$ cat src/ufe_pkg.sv
// Shared types, constants and helper functions of the disjoint-set engine.
package ufe_pkg;

  // Fixed widths of the request and result fields.
  localparam int ID_W   = 10;
  localparam int RANK_W = 4;
  localparam logic [RANK_W-1:0] RANK_MAX = 4'd15;

  // Width of the shift counter of the id reduction unit.
  localparam int SH_W = 4;

  // Controller states.
  typedef enum logic [3:0] {
    ST_CLEAR,
    ST_IDLE,
    ST_REDUCE,
    ST_FIND_START,
    ST_FIND_CHECK,
    ST_WALK,
    ST_COMP_START,
    ST_COMP,
    ST_FIND_DONE,
    ST_LINK,
    ST_BUMP,
    ST_OUT
  } ufe_state_e;

  // Datapath operations issued by the controller.
  typedef enum logic [3:0] {
    OP_NONE,
    OP_CLEAR,
    OP_ACCEPT,
    OP_REDUCE,
    OP_FIND_START,
    OP_FIND_CHECK,
    OP_WALK,
    OP_COMP_START,
    OP_COMP,
    OP_FIND_DONE,
    OP_LINK,
    OP_BUMP,
    OP_OUT_LOAD
  } ufe_op_e;

  // Status flags returned by the datapath.
  typedef struct packed {
    logic clr_last;
    logic red_last;
    logic rd_present;
    logic rd_parent_is_cur;
    logic rd_parent_is_root;
    logic second;
    logic mode_find;
    logic roots_equal;
    logic a_lower;
    logic bump_needed;
    logic out_free;
  } ufe_status_t;

  // Number of compare-and-subtract steps that reduce a 10-bit id modulo m.
  function automatic int red_steps(int m);
    int s;
    s = 0;
    for (int k = 0; k < ID_W; k++) begin
      if ((m << k) < (1 << ID_W)) s = k + 1;
    end
    return s;
  endfunction

endpackage

$ cat src/ufe_ctrl.sv
// Controller state machine of the disjoint-set engine.
module ufe_ctrl import ufe_pkg::*; #(
  parameter int ELEMENT_COUNT = 1024
) (
  input  logic        clk_i,
  input  logic        rst_ni,
  input  logic        in_valid_i,
  output logic        in_ready_o,
  input  ufe_status_t status_i,
  output ufe_op_e     op_o
);

  localparam int RedSteps = red_steps(ELEMENT_COUNT);

  ufe_state_e state_q, state_d;

  // State register.
  always_ff @(posedge clk_i or negedge rst_ni) begin
    if (!rst_ni) begin
      state_q <= ST_CLEAR;
    end else begin
      state_q <= state_d;
    end
  end

  // Next state and datapath operation.
  always_comb begin
    state_d    = state_q;
    op_o       = OP_NONE;
    in_ready_o = 1'b0;
    case (state_q)
      ST_CLEAR: begin
        op_o = OP_CLEAR;
        if (status_i.clr_last) state_d = ST_IDLE;
      end
      ST_IDLE: begin
        in_ready_o = 1'b1;
        if (in_valid_i) begin
          op_o    = OP_ACCEPT;
          state_d = (RedSteps > 0) ? ST_REDUCE : ST_FIND_START;
        end
      end
      ST_REDUCE: begin
        op_o = OP_REDUCE;
        if (status_i.red_last) state_d = ST_FIND_START;
      end
      ST_FIND_START: begin
        op_o    = OP_FIND_START;
        state_d = ST_FIND_CHECK;
      end
      ST_FIND_CHECK: begin
        op_o = OP_FIND_CHECK;
        if (!status_i.rd_present || status_i.rd_parent_is_cur) begin
          state_d = ST_FIND_DONE;
        end else begin
          state_d = ST_WALK;
        end
      end
      ST_WALK: begin
        op_o = OP_WALK;
        if (status_i.rd_parent_is_cur) state_d = ST_COMP_START;
      end
      ST_COMP_START: begin
        op_o    = OP_COMP_START;
        state_d = ST_COMP;
      end
      ST_COMP: begin
        op_o = OP_COMP;
        if (status_i.rd_parent_is_root) state_d = ST_FIND_DONE;
      end
      ST_FIND_DONE: begin
        op_o = OP_FIND_DONE;
        if (status_i.second) begin
          state_d = ST_LINK;
        end else if (status_i.mode_find) begin
          state_d = ST_OUT;
        end else begin
          state_d = ST_FIND_START;
        end
      end
      ST_LINK: begin
        op_o = OP_LINK;
        if (!status_i.roots_equal && !status_i.a_lower && status_i.bump_needed) begin
          state_d = ST_BUMP;
        end else begin
          state_d = ST_OUT;
        end
      end
      ST_BUMP: begin
        op_o    = OP_BUMP;
        state_d = ST_OUT;
      end
      ST_OUT: begin
        op_o = OP_OUT_LOAD;
        if (status_i.out_free) state_d = ST_IDLE;
      end
      default: begin
        state_d = ST_IDLE;
      end
    endcase
  end

  // A new request is taken only from the idle state.
  assert property (@(posedge clk_i) disable iff (!rst_ni)
    in_ready_o |-> state_q == ST_IDLE)
    else $error("input ready outside idle");

  // The clearing pass is never re-entered once it has finished.
  assert property (@(posedge clk_i) disable iff (!rst_ni)
    state_q != ST_CLEAR |=> state_q != ST_CLEAR)
    else $error("clearing pass re-entered");

  // A transfer on the input always leads out of idle.
  assert property (@(posedge clk_i) disable iff (!rst_ni)
    in_valid_i && in_ready_o |=> state_q != ST_IDLE)
    else $error("accepted request dropped");

endmodule

$ cat config.mk
export PLATFORM = sky130hd
export DESIGN_NAME = ufe_ctrl
export DESIGN_NICKNAME = d
export VERILOG_FILES = /design/src/ufe_pkg.sv /design/src/ufe_ctrl.sv
export SDC_FILE = /design/constraint.sdc
export NUM_CORES = 1
export LEC_CHECK = 0
export BUFFER_PORTS_ARGS = -buffer_cell sky130_fd_sc_hd__buf_4
export CAP_MARGIN = 40
export CORE_AREA = 3 3 40 42
export CTS_CLUSTER_SIZE = 28
export DETAILED_ROUTE_END_ITERATION = 10
export DIE_AREA = 0 0 43 45
export HOLD_SLACK_MARGIN = 0.06
export PLACE_DENSITY = 0.63
export SLEW_MARGIN = 20
export SYNTH_ARGS = -nofsm -noshare
export SYNTH_HDL_FRONTEND = slang
export SYNTH_SLANG_ARGS = --single-unit
$ cat constraint.sdc
create_clock -name clk_i -period 1.66 [get_ports clk_i]
set_input_delay 0.166 -clock clk_i [delete_from_list [all_inputs] [get_ports clk_i]]
set_output_delay 0.166 -clock clk_i [all_outputs]
set_load 0.02 [all_outputs]
Word-level counts from Yosys, hierarchy flattened
Cells that the tools add are included.
{"block": "op_classes", "eq_ne": 17, "n_mux": 14, "reduce_logical": 8}
{"op": "4-bit case mux with 12 select lines", "count": 2}
{"op": "4-bit two-way mux", "count": 9}
{"op": "4-bit by 3-bit == test with 1-bit output, second input constant", "count": 4}
{"op": "4-bit == test, second input constant", "count": 4}
{"op": "2-bit inequality test, second input constant", "count": 6}
{"op": "4-bit by 2-bit == test with 1-bit output, second input constant", "count": 2}
{"op": "6-bit AND reduction", "count": 1}
{"op": "4-bit by 1-bit == test with 1-bit output, second input constant", "count": 1}
{"op": "4-bit logical NOT", "count": 1}
{"op": "1-bit logical NOT", "count": 3}
{"op": "1-bit logical AND", "count": 2}
{"op": "1-bit two-way mux", "count": 2}
{"op": "2-bit two-way mux", "count": 1}
{"op": "1-bit logical OR", "count": 1}
{"block": "totals", "reg_bits": 4, "out_inout_bits": 5, "elab_cells": 40}

Depth between registers and ports, before layout
{"block": "depth", "depth_word": 5, "ltp_mapped": 6}

Worst setup path before layout
OpenSTA, ideal clock, no wires.
{"block": "synth_path", "kind": "register -> register", "from": "register state_q[1]", "to": "register state_q[1]", "arrival_time_ns": 1.454, "required_ns": 1.591, "setup_slack_ns": 0.137, "path_stages_with_launch": 6, "path_buffers": 1, "period_less_slack_ns": 1.523, "cell_sequence": "dfrtp_1 > buf_4 > mux2i_1 > a32o_2 > or4b_1 > nand3_1"}
{"block": "synth_between", "elab_chain_cells": 3}
{"item": "start, declared", "line_no": "ufe_ctrl.sv:15", "source": "ufe_state_e state_q, state_d;"}
{"item": "start signal, assigned", "line_no": "ufe_ctrl.sv:22", "source": "state_q <= state_d;"}
{"item": "4-bit by 2-bit == test with 1-bit output (tied with other cells)", "line_no": "ufe_ctrl.sv:31", "source": "case (state_q)"}
{"item": "2-bit inequality test (no source line)"}
{"item": "6-bit AND reduction (no source line)"}
Parallel ways exist; a longest one is shown, timed or not.
A chain may end at the register's enable or synchronous reset.

Worst setup path in the final report
{"block": "layout_path", "from": "register state_q[3]", "to": "output op_o[1]"}
{"block": "layout_between", "elab_chain_cells": 2}
{"item": "4-bit == test (tied with other cells)", "line_no": "ufe_ctrl.sv:31"}
{"item": "4-bit case mux with 12 select lines (*)", "line_no": "ufe_ctrl.sv:31"}
{"item": "end, declared", "line_no": "ufe_ctrl.sv:10", "source": "output ufe_op_e op_o"}
Mark *: on every way between the ends. The rest lies on a longest branch, timed or not.

==> results.toml <==
[power]
switching_part_of_the_total = 0.458
ir_drop_v = 0.000870
intPower_mw = 0.649
clock_power_share = 0.104
switching_power_mw = 0.549
p_leak_nw = 0.302
comb_power_share = 0.725
seq_power_share = 0.171
power_per_cell_area_mw_per_mm2 = 1880

[sta]
finalHoldViolCount = 0
timing.slew.headroom = 0.752
clock.fmax_ghz = 0.633
slew_viol_final = 0
setup_viol = 0
worst_hold_slack_ns = 0.264
post-route-min-period_ns = 1.58
rsz0062_at_grt = "false"
worst_pin_slew_ns = 0.363
layout_worst_path_cycle_share = 0.952
timing.clock.skew_ns = 0.00460
finalSetupTns_ns = 0

[cts]
clock_sinks = 4
clock_tree_from_tritoncts = "built"
tritoncts.num_buffers = 3
clk-insertion-delay-late_ns = 0.24
clock_path_buffers = 2
clkSlewWorstSetupHoldPaths_ns = 0.04
ctsRootBufferMaster = "sky130_fd_sc_hd__clkbuf_4"
post_cts.repair.setup_buffers = 0
cts.htree.levels = 1

[route]
detail_route.wl_per_cell_um = 12.6
drt_first_pass_iters = 2
drt.antenna.violating_nets = 0
route.met3.wl_um = 73
met1Wirelength_um = 518
met2WireLength_um = 552
routed_via_density = 5.37
drt_iter0_drc = 2
top_layer = "met4"
vias = 494
drc = 0
wirelength_mm = 1.16

[hold_path]
worstHoldPathType = "input pin to async pin"

[placement]
port-buffer-count = 18
finalWeightedCongestion = 0.833
place_area_um2 = 599
dpl.hpwl_um = 918
dpl.cell_count = 88

[floorplan]
row_cnt = 13
initial_core_util = 0.330
core-area_mm2 = 0.00128
floorplan.io_pins = 19
floorplan.die_area_mm2 = 0.00194
die_w_um = 43
chipHeight_um = 45

[logic_synthesis]
netlist_instances = 54
postSynth.topFlopCell = "sky130_fd_sc_hd__dfrtp_1"
synth_top_cells_by_count = "sky130_fd_sc_hd__o21ai_0, sky130_fd_sc_hd__nor3_1, sky130_fd_sc_hd__dfrtp_1"
syn-cell-area_um2 = 424
ys_seq_elements = 4
synth_cell_type_count = 29
syn_nets = 68
yosysMostFrequentCell = "sky130_fd_sc_hd__o21ai_0"
synth.top_cells.by_area = "sky130_fd_sc_hd__dfrtp_1, sky130_fd_sc_hd__mux2i_1, sky130_fd_sc_hd__o21ai_0, sky130_fd_sc_hd__nor3_1, sky130_fd_sc_hd__nand2b_1"
yosysTopAreaCell = "sky130_fd_sc_hd__dfrtp_1"
synth_area_per_cell_um2 = 7.85
synth_largest_type_area_fraction = 0.236
post_synth_edffs = 0
ys.warnings.count = 0
post_synthesis_sequential_area_ratio = 0.236
share_of_flip_flops_with_an_asynchronous_set_or_reset = 1.00

[grt]
antenna_found_initial = 0
via_count_of_the_first_global_routing_pass = 447
global_route.usage.total = 0.136
grt_overflow_total = 0
grt_pass1_wl_mm = 1.92
grt_max_degree = 12

[setup_path]
crit_path_start = "state_q[3]"
setup.worst_path.start_class = "register"
critPathKind = "register to output port"
critical_path_at_ns = 1.41
worst-path-max-fanout = 9
critical_path.reg2reg.endpoint = "state_q[1]"
cell_count_of_the_worst_reg_to_reg_path = 4
cp_data_required_time_ns = 1.49
r2r_slack_ns = 0.09
regToRegStartpoint = "state_q[1]"
sort_of_element_at_the_end_of_the_critical_path = "output port"

[cells_and_area]
filler_cell_count = 144
final_nets = 93
max_flop_register = "state_q"
non_filler_instance_count_after_layout = 92
finish.instance_area_um2 = 637
largest_registers = "state_q x4"
final_core_util = 0.496
area_growth_pct = 50.1
n_antenna_cell = 0
largest_register_ffs = 4
drive_above_1_share = 0.416

[flow_run]
max_cap_viol_count = 0

[status]
run_status = "finished, final reports clean"
## metal layers
metal / global-route usage / vias up
met5: 0 / -
met4: 0.0904 / 0
met3: 0.0199 / 2
met2: 0.231 / 16
met1: 0.160 / 222
li1: - / 254
## critical path, cell delays in order, from the launching register on
cell                      delay, ns
sky130_fd_sc_hd__dfrtp_1       0.44
sky130_fd_sc_hd__buf_4         0.20
sky130_fd_sc_hd__nor3_2        0.18
sky130_fd_sc_hd__o21ai_0       0.09
sky130_fd_sc_hd__o211a_1       0.11
sky130_fd_sc_hd__buf_4         0.15
## cell usage in the layout (no fill, tap or decap), types with 2 or more instances in the layout
cell type,Yosys,final
sky130_fd_sc_hd__dfrtp_1,4,4
sky130_fd_sc_hd__nor3_1,5,4
sky130_fd_sc_hd__mux2i_1,3,3
sky130_fd_sc_hd__o21ai_0,6,6
sky130_fd_sc_hd__nand2_1,3,3
sky130_fd_sc_hd__nand2b_1,3,3
sky130_fd_sc_hd__buf_4,1,24
sky130_fd_sc_hd__nor2b_1,3,3
sky130_fd_sc_hd__a21oi_1,2,2
sky130_fd_sc_hd__or3_1,2,2
sky130_fd_sc_hd__nor2_1,2,2
sky130_fd_sc_hd__clkbuf_4,0,3
## kinds of logic (layout without fill, tap and decap cells)
kind of cell	count (synthesis)	count (layout)	synth area share
muxes	4	4	0.0973
and+or+nand+nor	24	24	0.330
buffers and inverters	6	29	0.0649
AOI/OAI and AO/OA	16	16	0.271
DFF	4	4	0.236
## layout make-up
type,instances,area [µm²],share of cell area
repair buffers,25,190,0.299
multi-input cells,44,302,0.473
clock buffers,3,22.5,0.0354
flip-flops and latches,4,100,0.157
inverters,1,3.75,0.00589
well taps,15,18.8,0.0295
## power groups by stage
stage	combinational, mW	sequential, mW	clock [mW]
after floorplan	0.601	0.171	0
after global placement	0.865	0.201	0
after detailed placement	0.863	0.204	0
after CTS	0.869	0.204	0.129
after global routing	0.954	0.214	0.134
final	0.868	0.205	0.124
## per-stage QoR
step | power [mW] | setup WS (ns)
after floorplan | 0.772 | 0.137
after global placement | 1.07 | 0.123
after detailed placement | 1.07 | 0.102
after CTS | 1.20 | 0.0407
after global routing | 1.30 | 0.0211
final | 1.20 | 0.0803
## worst max path at each step
stage / endpoint / slack (ns)
floorplan: state_q[1] / 0.14
global placement: state_q[1] / 0.12
detailed placement: state_q[1] / 0.10
CTS: op_o[1] / 0.04
global route: state_q[1] / 0.02
finish: op_o[1] / 0.08
## repair_timing
item	in CTS	in global routing
setup endpoints to repair	0	2
hold buffers	1	0
gates resized for setup	0	1
hold endpoints to repair	4	0
Power figures use the tool's default switching activity.
